File: src/sv/qwt_pkg.sv
package qwt_pkg;

  // Special characters
  localparam logic [7:0] ChSemi   = 8'h3B;
  localparam logic [7:0] ChSquote = 8'h27;
  localparam logic [7:0] ChDquote = 8'h22;
  localparam logic [7:0] ChBslash = 8'h5C;
  localparam logic [7:0] ChNul    = 8'h00;

  // Result kind codes
  typedef enum logic [1:0] {
    KIND_BYTE  = 2'd0,
    KIND_BLANK = 2'd1,
    KIND_SEMI  = 2'd2,
    KIND_END   = 2'd3
  } kind_e;

  // One queued command from the classifier to the emitter
  typedef struct packed {
    logic [7:0] data;     // word byte, zero for end markers
    kind_e      kind;
    logic       esc_pair; // emit a kept backslash ahead of data
  } qwt_cmd_t;

  // Whitespace: space, tab, newline, vertical tab, form feed, carriage return
  function automatic logic is_blank(input logic [7:0] c);
    return (c == 8'h20) || ((c >= 8'h09) && (c <= 8'h0D));
  endfunction

endpackage

File: src/sv/qwt_front.sv
module qwt_front (
  input  logic              clk_i,
  input  logic              rst_ni,
  input  logic              in_valid_i,
  output logic              in_ready_o,
  input  logic [7:0]        in_byte_i,
  input  logic              q_full_i,
  output logic              push_o,
  output qwt_pkg::qwt_cmd_t cmd_o
);
  import qwt_pkg::*;

  logic skip_q, skip_d;
  logic sq_q, sq_d;
  logic dq_q, dq_d;
  logic esc_q, esc_d;
  logic has_result;
  logic plain;
  logic accept;

  assign in_ready_o = !q_full_i;
  assign accept     = in_valid_i && in_ready_o;
  assign push_o     = accept && has_result;

  // Classify the incoming byte against the lexer mode
  always_comb begin
    skip_d         = skip_q;
    sq_d           = sq_q;
    dq_d           = dq_q;
    esc_d          = esc_q;
    has_result     = 1'b0;
    plain          = 1'b0;
    cmd_o.data     = in_byte_i;
    cmd_o.kind     = KIND_BYTE;
    cmd_o.esc_pair = 1'b0;

    if (in_byte_i == ChNul) begin
      // string end: abandon quotes and any pending escape
      has_result = 1'b1;
      cmd_o.data = ChNul;
      cmd_o.kind = KIND_END;
      skip_d     = 1'b1;
      sq_d       = 1'b0;
      dq_d       = 1'b0;
      esc_d      = 1'b0;
    end else if (skip_q && is_blank(in_byte_i)) begin
      // leading blank, nothing to do
    end else begin
      skip_d = 1'b0;
      if (esc_q) begin
        esc_d = 1'b0;
        if (sq_q) begin
          plain = (in_byte_i == ChBslash) || (in_byte_i == ChSquote);
        end else if (dq_q) begin
          plain = (in_byte_i == ChBslash) || (in_byte_i == ChDquote);
        end else begin
          plain = (in_byte_i == ChBslash) || (in_byte_i == ChSquote) ||
                  (in_byte_i == ChDquote) || is_blank(in_byte_i);
        end
        has_result     = 1'b1;
        cmd_o.esc_pair = !plain;
      end else if (in_byte_i == ChBslash) begin
        esc_d = 1'b1;
      end else if (sq_q) begin
        if (in_byte_i == ChSquote) sq_d = 1'b0;
        else                       has_result = 1'b1;
      end else if (dq_q) begin
        if (in_byte_i == ChDquote) dq_d = 1'b0;
        else                       has_result = 1'b1;
      end else if (in_byte_i == ChSquote) begin
        sq_d = 1'b1;
      end else if (in_byte_i == ChDquote) begin
        dq_d = 1'b1;
      end else if (is_blank(in_byte_i) || (in_byte_i == ChSemi)) begin
        // unquoted delimiter ends the word
        has_result = 1'b1;
        cmd_o.data = ChNul;
        cmd_o.kind = is_blank(in_byte_i) ? KIND_BLANK : KIND_SEMI;
        skip_d     = 1'b1;
        sq_d       = 1'b0;
        dq_d       = 1'b0;
      end else begin
        has_result = 1'b1;
      end
    end
  end

  // Mode registers advance on each accepted transaction
  always_ff @(posedge clk_i or negedge rst_ni) begin
    if (!rst_ni) begin
      skip_q <= 1'b1;
      sq_q   <= 1'b0;
      dq_q   <= 1'b0;
      esc_q  <= 1'b0;
    end else if (accept) begin
      skip_q <= skip_d;
      sq_q   <= sq_d;
      dq_q   <= dq_d;
      esc_q  <= esc_d;
    end
  end

endmodule

File: src/sv/qwt_fifo.sv
module qwt_fifo #(
  parameter int Depth = 4
) (
  input  logic              clk_i,
  input  logic              rst_ni,
  input  logic              push_i,
  input  qwt_pkg::qwt_cmd_t push_data_i,
  output logic              full_o,
  input  logic              pop_i,
  output logic              empty_o,
  output qwt_pkg::qwt_cmd_t head_o
);
  import qwt_pkg::*;

  localparam int AW = (Depth > 1) ? $clog2(Depth) : 1;
  localparam int CW = $clog2(Depth + 1);
  localparam logic [AW-1:0] LastIdx = AW'(Depth - 1);
  localparam logic [CW-1:0] DepthC  = CW'(Depth);

  qwt_cmd_t      mem_q [Depth];
  logic [AW-1:0] wr_q, rd_q;
  logic [CW-1:0] cnt_q;
  logic          do_push, do_pop;

  assign full_o  = (cnt_q == DepthC);
  assign empty_o = (cnt_q == '0);
  assign do_push = push_i && !full_o;
  assign do_pop  = pop_i && !empty_o;
  assign head_o  = mem_q[rd_q];

  // Storage
  always_ff @(posedge clk_i) begin
    if (do_push) mem_q[wr_q] <= push_data_i;
  end

  // Pointers and fill count
  always_ff @(posedge clk_i or negedge rst_ni) begin
    if (!rst_ni) begin
      wr_q  <= '0;
      rd_q  <= '0;
      cnt_q <= '0;
    end else begin
      if (do_push) wr_q <= (wr_q == LastIdx) ? '0 : wr_q + 1'b1;
      if (do_pop)  rd_q <= (rd_q == LastIdx) ? '0 : rd_q + 1'b1;
      if (do_push && !do_pop)      cnt_q <= cnt_q + 1'b1;
      else if (do_pop && !do_push) cnt_q <= cnt_q - 1'b1;
    end
  end

endmodule

File: src/sv/qwt_back.sv
module qwt_back (
  input  logic              clk_i,
  input  logic              rst_ni,
  input  logic              q_empty_i,
  input  qwt_pkg::qwt_cmd_t head_i,
  output logic              pop_o,
  output logic              out_valid_o,
  input  logic              out_ready_i,
  output logic [7:0]        out_byte_o,
  output logic [1:0]        kind_o,
  output logic              last_of_run_o
);
  import qwt_pkg::*;

  logic       valid_q;
  logic       second_q;  // backslash already sent, escaped byte still due
  logic [7:0] byte_q;
  kind_e      kind_q;
  logic       last_q;
  logic       load;

  assign load          = !valid_q || out_ready_i;
  assign pop_o         = load && !q_empty_i && (second_q || !head_i.esc_pair);
  assign out_valid_o   = valid_q;
  assign out_byte_o    = byte_q;
  assign kind_o        = kind_q;
  assign last_of_run_o = last_q;

  // Control: output valid and escape-pair phase
  always_ff @(posedge clk_i or negedge rst_ni) begin
    if (!rst_ni) begin
      valid_q  <= 1'b0;
      second_q <= 1'b0;
    end else if (load) begin
      valid_q <= !q_empty_i;
      if (!q_empty_i) second_q <= !second_q && head_i.esc_pair;
    end
  end

  // Output payload register
  always_ff @(posedge clk_i) begin
    if (load && !q_empty_i) begin
      if (second_q || !head_i.esc_pair) begin
        byte_q <= head_i.data;
        kind_q <= head_i.kind;
        last_q <= 1'b1;
      end else begin
        byte_q <= ChBslash;
        kind_q <= KIND_BYTE;
        last_q <= 1'b0;
      end
    end
  end

`ifndef SYNTHESIS
  // The escaped byte's command stays queued until its second result is loaded into the output register
  a_second_has_head: assert property (@(posedge clk_i) disable iff (!rst_ni)
    second_q |-> !q_empty_i)
    else $error("escape pair pending with empty queue");

  // A non-final result is always the kept backslash
  a_first_is_bslash: assert property (@(posedge clk_i) disable iff (!rst_ni)
    (valid_q && !last_q) |-> (byte_q == ChBslash && kind_q == KIND_BYTE))
    else $error("non-final result is not a kept backslash");

  // End markers carry a zero byte
  a_marker_zero: assert property (@(posedge clk_i) disable iff (!rst_ni)
    (valid_q && kind_q != KIND_BYTE) |-> (byte_q == ChNul && last_q))
    else $error("end marker with nonzero byte or not last");
`endif

endmodule

File: src/sv/quoted_word_tokenizer_core.sv
// Shell-style quoted word lexer. Takes one byte per transaction on the in
// channel and delivers word bytes and end markers on the out channel. A
// classifier front end tracks blank skipping, quote modes and escapes and
// accepts a byte every cycle while its command queue (FifoDepth entries)
// has room; an emitter drains the queue into a registered output at one
// result per cycle while the receiver is ready. An escape that keeps its
// backslash yields two results, the backslash and then the escaped byte.
// Delimiters (unquoted blank, semicolon, zero byte) are consumed and send
// one end marker with last_of_run set, then the lexer returns to its start
// state. Reset state: skipping blanks, no quote, no escape pending.
module quoted_word_tokenizer_core #(
  parameter int FifoDepth = 4
) (
  input  logic       clk_i,
  input  logic       rst_ni,
  input  logic       in_valid_i,
  output logic       in_ready_o,
  input  logic [7:0] in_byte_i,
  output logic       out_valid_o,
  input  logic       out_ready_i,
  output logic [7:0] out_byte_o,
  output logic [1:0] kind_o,
  output logic       last_of_run_o
);
  import qwt_pkg::*;

  logic     q_full, q_empty, push, pop;
  qwt_cmd_t push_cmd, head_cmd;

  qwt_front u_front (
    .clk_i      (clk_i),
    .rst_ni     (rst_ni),
    .in_valid_i (in_valid_i),
    .in_ready_o (in_ready_o),
    .in_byte_i  (in_byte_i),
    .q_full_i   (q_full),
    .push_o     (push),
    .cmd_o      (push_cmd)
  );

  qwt_fifo #(
    .Depth (FifoDepth)
  ) u_fifo (
    .clk_i       (clk_i),
    .rst_ni      (rst_ni),
    .push_i      (push),
    .push_data_i (push_cmd),
    .full_o      (q_full),
    .pop_i       (pop),
    .empty_o     (q_empty),
    .head_o      (head_cmd)
  );

  qwt_back u_back (
    .clk_i         (clk_i),
    .rst_ni        (rst_ni),
    .q_empty_i     (q_empty),
    .head_i        (head_cmd),
    .pop_o         (pop),
    .out_valid_o   (out_valid_o),
    .out_ready_i   (out_ready_i),
    .out_byte_o    (out_byte_o),
    .kind_o        (kind_o),
    .last_of_run_o (last_of_run_o)
  );

endmodule

File: config.mk
export PLATFORM = sky130hd
export DESIGN_NAME = quoted_word_tokenizer_core
export DESIGN_NICKNAME = d
export VERILOG_FILES = /design/src/sv/qwt_pkg.sv /design/src/sv/qwt_front.sv /design/src/sv/qwt_fifo.sv /design/src/sv/qwt_back.sv /design/src/sv/quoted_word_tokenizer_core.sv
export SDC_FILE = /design/constraint.sdc
export NUM_CORES = 1
export LEC_CHECK = 0
export ABC_AREA = 0
export BUFFER_PORTS_ARGS = -buffer_cell sky130_fd_sc_hd__buf_2
export CORE_UTILIZATION = 59
export CTS_CLUSTER_SIZE = 12
export DETAILED_ROUTE_END_ITERATION = 8
export PLACE_DENSITY = 0.79
export SLEW_MARGIN = 20
export SYNTH_ARGS = -nofsm -noshare
export SYNTH_HDL_FRONTEND = slang
export SYNTH_SLANG_ARGS = --single-unit
File: constraint.sdc
create_clock -name clk_i -period 2.8 [get_ports clk_i]
set_input_delay 0.14 -clock clk_i [delete_from_list [all_inputs] [get_ports clk_i]]
set_output_delay 0.14 -clock clk_i [all_outputs]
set_load 0.05 [all_outputs]
======== After elaboration in Yosys (flattened, before gate mapping) ========
Memories as Yosys holds them, arrays and structs flattened.
Index checks and enable logic that the tools add are counted.
word-level totals
  input bits .............................. 12
  output and inout bits ................... 13
  memory bits (writable) .................. 44
  word-level logic and storage cells ...... 127
  flip-flop bits (word level) ............. 24
  memories kept ........................... 1
cells by class
  add/sub/neg operators ................... 4
  bitwise gates (word level) .............. 1
  muxes and demuxes ....................... 61
  reductions and logical operators ........ 34
  magnitude comparators ................... 2
  equal/unequal tests ..................... 12
memories
  name          words  bits a word  rd ports  clocked after memory_dff  write ports  RTL line        source
  u_fifo.mem_q  4      11           1         0                         1            qwt_fifo.sv:20  qwt_cmd_t mem_q [Depth];
operator list
  cell                                                             count
  two-way mux 10 bit                                               8
  two-way mux 1 bit                                                47
  equality test 8 x 6 -> 1 bit (second input constant)             4
  logical AND 1 bit                                                11
  two-way mux 11 bit                                               1
  equality test 8 x 7 -> 1 bit (second input constant)             1
  >= comparator 8 x 4 -> 1 bit (second input constant)             1
  less-or-equal comparator 8 x 4 -> 1 bit (second input constant)  1
  logical NOT 1 bit                                                8
  logical NOT 8 bit                                                1
  logical OR 1 bit                                                 8
  two-way mux 2 bit                                                3
  two-way mux 3 bit                                                2
  AND reduction 5 bit                                              1
  adder 2 x 1 -> 2 bit (second input constant)                     2
  equality test 2 bit (second input constant)                      2
  != test 2 x 1 -> 1 bit (second input constant)                   2
  != test 2 bit (second input constant)                            2
  AND reduction 2 bit                                              2
  AND reduction 4 bit                                              1
  adder 3 x 1 -> 3 bit (second input constant)                     1
  equality test 3 bit (second input constant)                      1
  logical NOT 3 bit                                                1
  subtractor 3 x 1 -> 3 bit (second input constant)                1
  2 further kinds                                                  2

======== Longest topological paths before layout ========
Gate-level depths: netlist of run 1.
  depth in word-level cells ............... 15
  mapped depth ............................ 10
  depth with buffers taken out ............ 10

======== Hierarchy ========
From an unflattened synthesis of run 1, not the netlist that was laid out.
second synthesis, totals
  cells, all modules ...................... 202
  area, all modules ....................... 3098.0 um^2
by module, submodules not included
  module     instances  seq. area each (um^2)  area an instance (um^2)  cells each
  qwt_fifo   1          1496.4                 2042.0                   94
  qwt_front  1          101.3                  546.8                    76
  qwt_back   1          380.4                  509.2                    32

======== Worst setup path after synthesis of run 1 ========
Ideal clock, no wire load.
  kind .................................... flip-flop to flip-flop
  from .................................... register u_fifo.cnt_q[2]
  to ...................................... register u_fifo.cnt_q[2]
  buffers on the path ..................... 0
  period minus slack after synthesis ...... 2804 ps
  data required time ...................... 2721 ps
  setup time .............................. 79 ps
  arrival ................................. 2725 ps
  path slack .............................. -4 ps
  cell stages (with the launch flop) ...... 11
  cells stage by stage .................... dfrtp_1 or3b_2 nand2_1 a311oi_1 o31a_4 ha_1 inv_1 fa_1 xor2_1 nor2_1 xor2_1
between the ends
  cells in the longest elaborated chain, start to end .. 8
  elaborated cells on any way between the ends .. 19
  classes of those cells .................. add/sub (2); eq/ne (1); mux (2); reduce/logical (14)
RTL lines
  element                              RTL line                          source
  from (decl)                          qwt_fifo.sv:22                    logic [CW-1:0] cnt_q;
  from (signal assigned)               qwt_fifo.sv:45                    if (do_push && !do_pop) cnt_q <= cnt_q + 1'b1;
  from (signal assigned)               qwt_fifo.sv:46                    else if (do_pop && !do_push) cnt_q <= cnt_q - 1'b1;
  equality test 3 bit (*)              qwt_fifo.sv:25                    assign full_o = (cnt_q == DepthC);
  logical NOT 1 bit (*)                qwt_front.sv:21                   assign in_ready_o = !q_full_i;
  net in_ready_o                       quoted_word_tokenizer_core.sv:17  output logic in_ready_o,
  logical AND 1 bit                    qwt_front.sv:22                   assign accept = in_valid_i && in_ready_o;
  logical AND 1 bit                    qwt_front.sv:23                   assign push_o = accept && has_result;
  logical AND 1 bit (*)                qwt_fifo.sv:27                    assign do_push = push_i && !full_o;
  net u_fifo.do_push                   qwt_fifo.sv:23                    logic do_push, do_pop;
  logical NOT 1 bit                    qwt_fifo.sv:46
  logical AND 1 bit                    qwt_fifo.sv:46
  nonzero test 2 bit (no source line)  -
The timed path passes the listed nets; every way through them passes the cells marked *. The select of a mux whose other input is x is not followed.
A chain may end at the register's enable or synchronous reset.

======== Final worst setup path of run 1 ========
  from .................................... register u_fifo.cnt_q[2]
  to ...................................... register u_fifo.cnt_q[2]
between the ends
  cells in the longest elaborated chain, start to end .. 8
  elaborated cells on any way between the ends .. 19
  classes of those cells .................. add/sub (2); eq/ne (1); mux (2); reduce/logical (14)
RTL lines
  element                              RTL line
  equality test 3 bit (*)              qwt_fifo.sv:25
  logical NOT 1 bit (*)                qwt_front.sv:21, qwt_fifo.sv:27
  logical AND 1 bit                    qwt_front.sv:22
  logical AND 1 bit                    qwt_front.sv:23
  logical AND 1 bit (*)                qwt_fifo.sv:27
  net u_fifo.do_push                   qwt_fifo.sv:23
  logical NOT 1 bit                    qwt_fifo.sv:46
  logical AND 1 bit                    qwt_fifo.sv:46
  nonzero test 2 bit (no source line)  -
Marks and branches as above.

==> flow_metrics.tcl, run 1 <==
set metrics [dict create \
    seq_power_share 0.427 \
    diodes 0 \
    area_delta_synth_final_pct 14.2 \
    core_area_um2 4820 \
    die_y_um 73.4 \
    synth_top_area_share 0.549 \
    die_x_um 73.4 \
    grt_overflow 0 \
    maxCapViolations 0 \
    cts_max_level 3 \
    initial_core_util 0.625 \
    crit_path_end_kind "flip-flop" \
    worstPathRequired_ns 3.04 \
    crit_fanout 7 \
    fin_total_pwr_mw 3.62 \
    final_antenna_net_count 0 \
    crit_path_start_kind "flip-flop" \
    crit_end "u_fifo.cnt_q[2]" \
    grt_pass1_wl_um 8580 \
    dieArea_um2 5390 \
    root_buffer "clkbuf_8" \
    synth.most_common_cell "edfxtp_1" \
    max-vdd-ir-drop_v 0.000542 \
    netlist_top_cells_count "55 x edfxtp_1, 12 x dfrtp_1, 11 x inv_1, 11 x mux4_2, 9 x nor2b_1" \
    gp_congestion 0.899 \
    grt_pass1_vias 1774 \
    row_count 25 \
    grt_use_total 0.227 \
    synth_edf_count 55 \
    syn_avg_cell_area_um2 15.8 \
    final-setup-viol-count 0 \
    wl_met3_um 276 \
    drt-initial-drc-count 74 \
    rsz0062_at_grt "no" \
    dr_total_vias 1752 \
    p_switching_mw 1.25 \
    power.share.switching 0.344 \
    r2r_start "u_fifo.cnt_q[2]" \
    nNetsFinal 245 \
    antenna_found_initial 0 \
    finalMaxSlewViolations 0 \
    synth_nets 209 \
    slew_headroom 0.624 \
    synthDistinctLibCells 46 \
    hold_class "input port to flip-flop" \
    power.share.clock 0.202 \
    powerDensity_nw_per_um2 1050 \
    drive_gt1_frac 0.325 \
    reg2reg_depth 10 \
    hold_ws_ns 0.0640 \
    skew_ns 0.0101 \
    port_buffers 24 \
    cts_tree "done" \
    synth_seq_cells 68 \
    synth_cells 190 \
    outcome "finished, final reports clean" \
    io_pins 25 \
    routedWlPerCell_um 17.7 \
    synth_area_um2 3010 \
    path_class "flip-flop to flip-flop" \
    setup_ws_ns 0.186 \
    reg2reg_to "u_fifo.cnt_q[2]" \
    synth-main-ff-cell "edfxtp_1" \
    tns_ns 0 \
    p_int_mw 2.38 \
    period_minus_slack_ns 2.61 \
    p_comb_frac 0.371 \
    worstSetupStartpoint "u_fifo.cnt_q[2]" \
    wl_met2_um 2720 \
    ctsLongestPathBuffers 2 \
    total_leakage_power_nw 1.29 \
    worst_slew_pin_slew_ns 0.558 \
    hpwl_um 3800 \
    grt_max_degree 14 \
    yosysTopAreaCell "edfxtp_1" \
    dr.max_layer_used "met4" \
    vias_per_cell 5.88 \
    cts_buffers 9 \
    wl_met1_um 2210 \
    r2r_setup_slack_ns 0.19 \
    cts_sinks 68 \
    clk_latency_ns 0.32 \
    wl_um 5270 \
    synthTopCellsByArea "edfxtp_1 55%, dfrtp_1 10%, mux4_2 8.2%" \
    fmax_ghz 0.383 \
    clkTransAtPathRegs_ns 0.06 \
    fin_crit_sh 0.933 \
    postSynth.asyncResetShare 0.191 \
    seq_area_frac_synth 0.657 \
    yosys_warnings 0 \
    cp.arrival_ns 2.85 \
    final-hold-violation-count 0 \
    dp_slack_ns 0.0542 \
    drc 0 \
    first_pass_iters 4 \
]
## cell type report
class	count	area, µm²
clock buffers	13	139
flip-flops and latches	68	1980
clock inverters	3	38.8
multi-input cells	106	990
well taps	67	83.8
repair buffers	30	168
inverters	11	41.3
fillers	332	1380
## layout by cell type (no fill, tap or decap), drive strengths merged, types with 2 or more instances in the layout
master / count
a21oi: 3
nand2: 7
nor3: 4
mux2: 6
buf: 29
inv: 11
dfrtp: 12
nor2: 7
edfxtp: 55
mux4: 11
and2: 11
or2: 5
nor2b: 9
clkbuf: 13
o21a: 2
nand3: 2
a2111oi: 2
o21ai: 6
clkinv: 2
nor4: 2
ha: 6
or3: 2
xor2: 2
## flip-flops by register name, summed over array words and instances, names as in the netlist
register,cells
u_back.second_q,1
u_front.sq_q,1
u_fifo.cnt_q,3
u_fifo.rd_q,2
u_fifo.mem_q,44
u_back.out_byte_o,8
u_front.dq_q,1
u_back.last_of_run_o,1
u_fifo.wr_q,2
u_front.skip_q,1
u_back.kind_o,2
u_front.esc_q,1
u_back.out_valid_o,1
## timing repair
item	CTS	global route
hold endpoints to repair	13	0
resized for setup	0	1
buffers inserted	0	0
endpoints found under the setup margin	0	1
hold buffers	1	0
## worst min path at each step
stage                          to  slack [ns]  cells after the start         from
2_1_floorplan  u_back.out_valid_o       -0.16                      0       rst_ni
5_1_grt        u_back.out_valid_o        0.07                      2  out_ready_i
6_report       u_back.out_valid_o        0.06                      2  out_ready_i
4_1_cts        u_back.out_valid_o        0.04                      2  out_ready_i
3_5_place_dp       u_fifo.rd_q[0]        0.04                      1       rst_ni
3_3_place_gp       u_fifo.rd_q[0]        0.04                      1       rst_ni
## through the flow
| stage | std cells | instance area, µm² | util |
|---|---|---|---|
| after floorplan | 190 | 3020 | - |
| final | 298 | 3440 | 0.714 |
| after global routing | 298 | 3440 | 0.714 |
| after detailed placement | 281 | 3240 | 0.672 |
| after CTS | 298 | 3430 | 0.711 |
| after global placement | 281 | 3240 | 0.672 |
## metal layers
metal	vias to the layer above	GRT usage
met4	0	0.0897
met3	9	0.0617
met2	73	0.393
met1	874	0.272
li1	796	-
met5	-	0
## critical path, stage by stage, from the launching register on
cell and delay [ns]:
dfrtp_1 0.40, or3b_2 0.24, nand2_1 0.09, a311oi_4 0.42
o31a_4 0.27, ha_1 0.18, inv_1 0.06, fa_1 0.43
xor2_1 0.15, nor2_1 0.12, xor2_1 0.17
## logic make-up (layout without fill, tap and decap cells)
family                   Yosys count  in the layout  share of synthesized area
adder cells (fa/ha/maj)            7              7                     0.0316
buffers and inverters             16             57                     0.0199
multiplexers                      18             18                      0.111
AND/OR/NAND/NOR                   57             57                      0.117
flip-flops                        68             68                      0.657
XOR/XNOR                           3              3                    0.00873
AO/OA/AOI/OAI                     21             21                     0.0553
## power by group through the flow
stage / logic (mW) / registers, mW / clock network [mW]
after floorplan: 0.720 / 1.86 / 0
after detailed placement: 1.35 / 1.57 / 0
after global placement: 1.29 / 1.55 / 0
after global routing: 1.46 / 1.58 / 0.774
after CTS: 1.36 / 1.55 / 0.741
final: 1.34 / 1.55 / 0.731
No activity file was read; power rests on OpenSTA's default activity.
==> run 2: changes to the inputs <==
--- a/config.mk
+++ b/config.mk
@@ -9,2 +9,3 @@
 export BUFFER_PORTS_ARGS = -buffer_cell sky130_fd_sc_hd__buf_2
+export CORE_ASPECT_RATIO = 1.2
 export CORE_UTILIZATION = 59
--- a/constraint.sdc
+++ b/constraint.sdc
@@ -3,2 +3,2 @@
 set_output_delay 0.14 -clock clk_i [all_outputs]
-set_load 0.05 [all_outputs]
+set_load 0.02 [all_outputs]
==> run 2 against run 1 <==
Sequential share of layout area shrank 0.42 points; via count fell by 1.8%; non-clock buffer count rose by 3; largest cell class unchanged; power is 5.0% lower; sequential power about the same; critical path depth did not move; critical path type unchanged; cell area increased by 0.73%; clock skew is 0.0012 ns lower; register-to-register slack better by 0.02 ns; worst setup slack improved by 0.019 ns; flip-flop and latch count is the same.
==> flow_metrics.tcl, run 2 (synthesis gave the netlist of run 1 again) <==
set metrics [dict create \
    maxCapViolations 0 \
    final_antenna_net_count 0 \
    r2r_setup_slack_ns 0.21 \
    nNetsFinal 248 \
    worst_hold_path.num_cells 1 \
    layout.cells.most_common "edfxtp_1" \
    worstPathRequired_ns 3.06 \
    first_pass_iters 4 \
    finalMaxSlewViolations 0 \
    final_cell_mix "55 x edfxtp_1, 24 x buf_2, 12 x dfrtp_1" \
    grt_pass1_vias 1793 \
    port_buffers 24 \
    cts_max_level 3 \
    io_pins 25 \
    outcome "finished, final reports clean" \
    grt_overflow 0 \
    crit_path_start_kind "flip-flop" \
    largest_register_ffs 44 \
    initial_core_util 0.614 \
    grt_max_degree 14 \
    grt_use_total 0.225 \
    skew_ns 0.00887 \
    slew_headroom 0.592 \
    worst_slew_pin_slew_ns 0.606 \
    die_y_um 80.3 \
    drc 0 \
    rsz0062_at_grt "no" \
    clkTransAtPathRegs_ns 0.06 \
    crit_path_end_kind "flip-flop" \
    die_x_um 67.2 \
    cts_tree "done" \
    grt_pass1_wl_um 8470 \
    cts_sinks 68 \
    drive_gt1_frac 0.329 \
    cts_buffers 9 \
    hold_ws_ns 0.0980 \
    powerDensity_nw_per_um2 994 \
    routedWlPerCell_um 17.7 \
    vias_per_cell 5.85 \
    antenna_found_initial 0 \
    clk_latency_ns 0.34 \
    hold_class "input port to flip-flop" \
    path_class "flip-flop to flip-flop" \
    regMostFlops "u_fifo.mem_q" \
    final-setup-viol-count 0 \
    hp-start "in_byte_i[6]" \
    area_delta_synth_final_pct 15.0 \
    hpwl_um 3730 \
    max-vdd-ir-drop_v 0.000963 \
    root_buffer "clkbuf_8" \
    tns_ns 0 \
    drt-initial-drc-count 74 \
    min_delay_worst_endpoint "u_fifo.mem_q[2][9]" \
    ctsLongestPathBuffers 2 \
    row_count 28 \
    fin_crit_sh 0.927 \
    r2r_start "u_fifo.cnt_q[2]" \
    period_minus_slack_ns 2.59 \
    dieArea_um2 5390 \
    cp.arrival_ns 2.85 \
    crit_fanout 7 \
    final_cells 294 \
    final-hold-violation-count 0 \
    reg2reg_depth 10 \
    diodes 0 \
    gp_congestion 0.949 \
    fmax_ghz 0.385 \
    total_leakage_power_nw 1.30 \
    reg2reg_to "u_fifo.cnt_q[2]" \
    fin_total_pwr_mw 3.44 \
    dr_total_vias 1720 \
    wl_um 5210 \
    core_area_um2 4900 \
    dp_cells 276 \
]
==> run 2: changes by cell type in the layout (fill, tap and decap cells not counted) <==
cell           before  now
clkbuf_8            9   10
buf_4               5    7
dlygate4sd3_1       1    2
clkinv_2            1    0
==> run 2: report_power, final <==
part | internal (mW) | switching (mW) | leakage, nW
Sequential | 1.43 | 0.114 | 0.669
Combinational | 0.531 | 0.599 | 0.542
Clock | 0.434 | 0.329 | 0.0923
==> run 2: layout make-up <==
class / count / area [µm²]
repair buffers: 33 / 193
clock inverters: 2 / 33.8
well taps: 60 / 75.1
clock buffers: 14 / 153
inverters: 11 / 41.3
multi-input cells: 106 / 990
flip-flops and latches: 68 / 1980
fillers: 328 / 1440
==> run 2: how the worst max path moves through the flow <==
stage                    startpoint         endpoint  slack (ns)
CTS                 u_fifo.cnt_q[2]  u_fifo.cnt_q[2]        0.05
finish              u_fifo.cnt_q[2]  u_fifo.cnt_q[2]        0.21
global placement       in_byte_i[0]  u_fifo.cnt_q[2]      -0.003
floorplan           u_fifo.cnt_q[2]  u_fifo.cnt_q[2]        0.14
global route        u_fifo.cnt_q[2]  u_fifo.cnt_q[2]        0.03
detailed placement     in_byte_i[0]  u_fifo.cnt_q[2]       -0.20
==> run 2: worst max-delay path, cell delays in order (launching register included) <==
cell	delay [ns]
dfrtp_1	0.40
or3b_2	0.23
nand2_1	0.09
a311oi_4	0.35
o31a_4	0.26
ha_1	0.20
inv_1	0.08
fa_1	0.43
xor2_1	0.16
nor2_1	0.14
xor2_1	0.16
==> run 2: timing repair <==
action,in CTS,in global routing
hold buffers,2,0
endpoints found under the hold margin,14,0
resized for setup,1,1
endpoints found under the setup margin,2,1
buffers inserted,0,0
pin swaps,0,1
==> run 2: through the flow <==
stage	worst slack [ns]	util	instance area, µm²
after floorplan	0.136	-	3010
after global placement	-0.00277	0.660	3240
after detailed placement	-0.200	0.660	3240
after CTS	0.0493	0.704	3450
after global routing	0.0324	0.706	3460
final	0.206	0.706	3460
==> run 2: layer usage <==
layer  GRT usage  part of all wire
met1       0.251              0.39
met2       0.383              0.54
met3      0.0625             0.046
met4       0.119             0.026
met5           0                 0
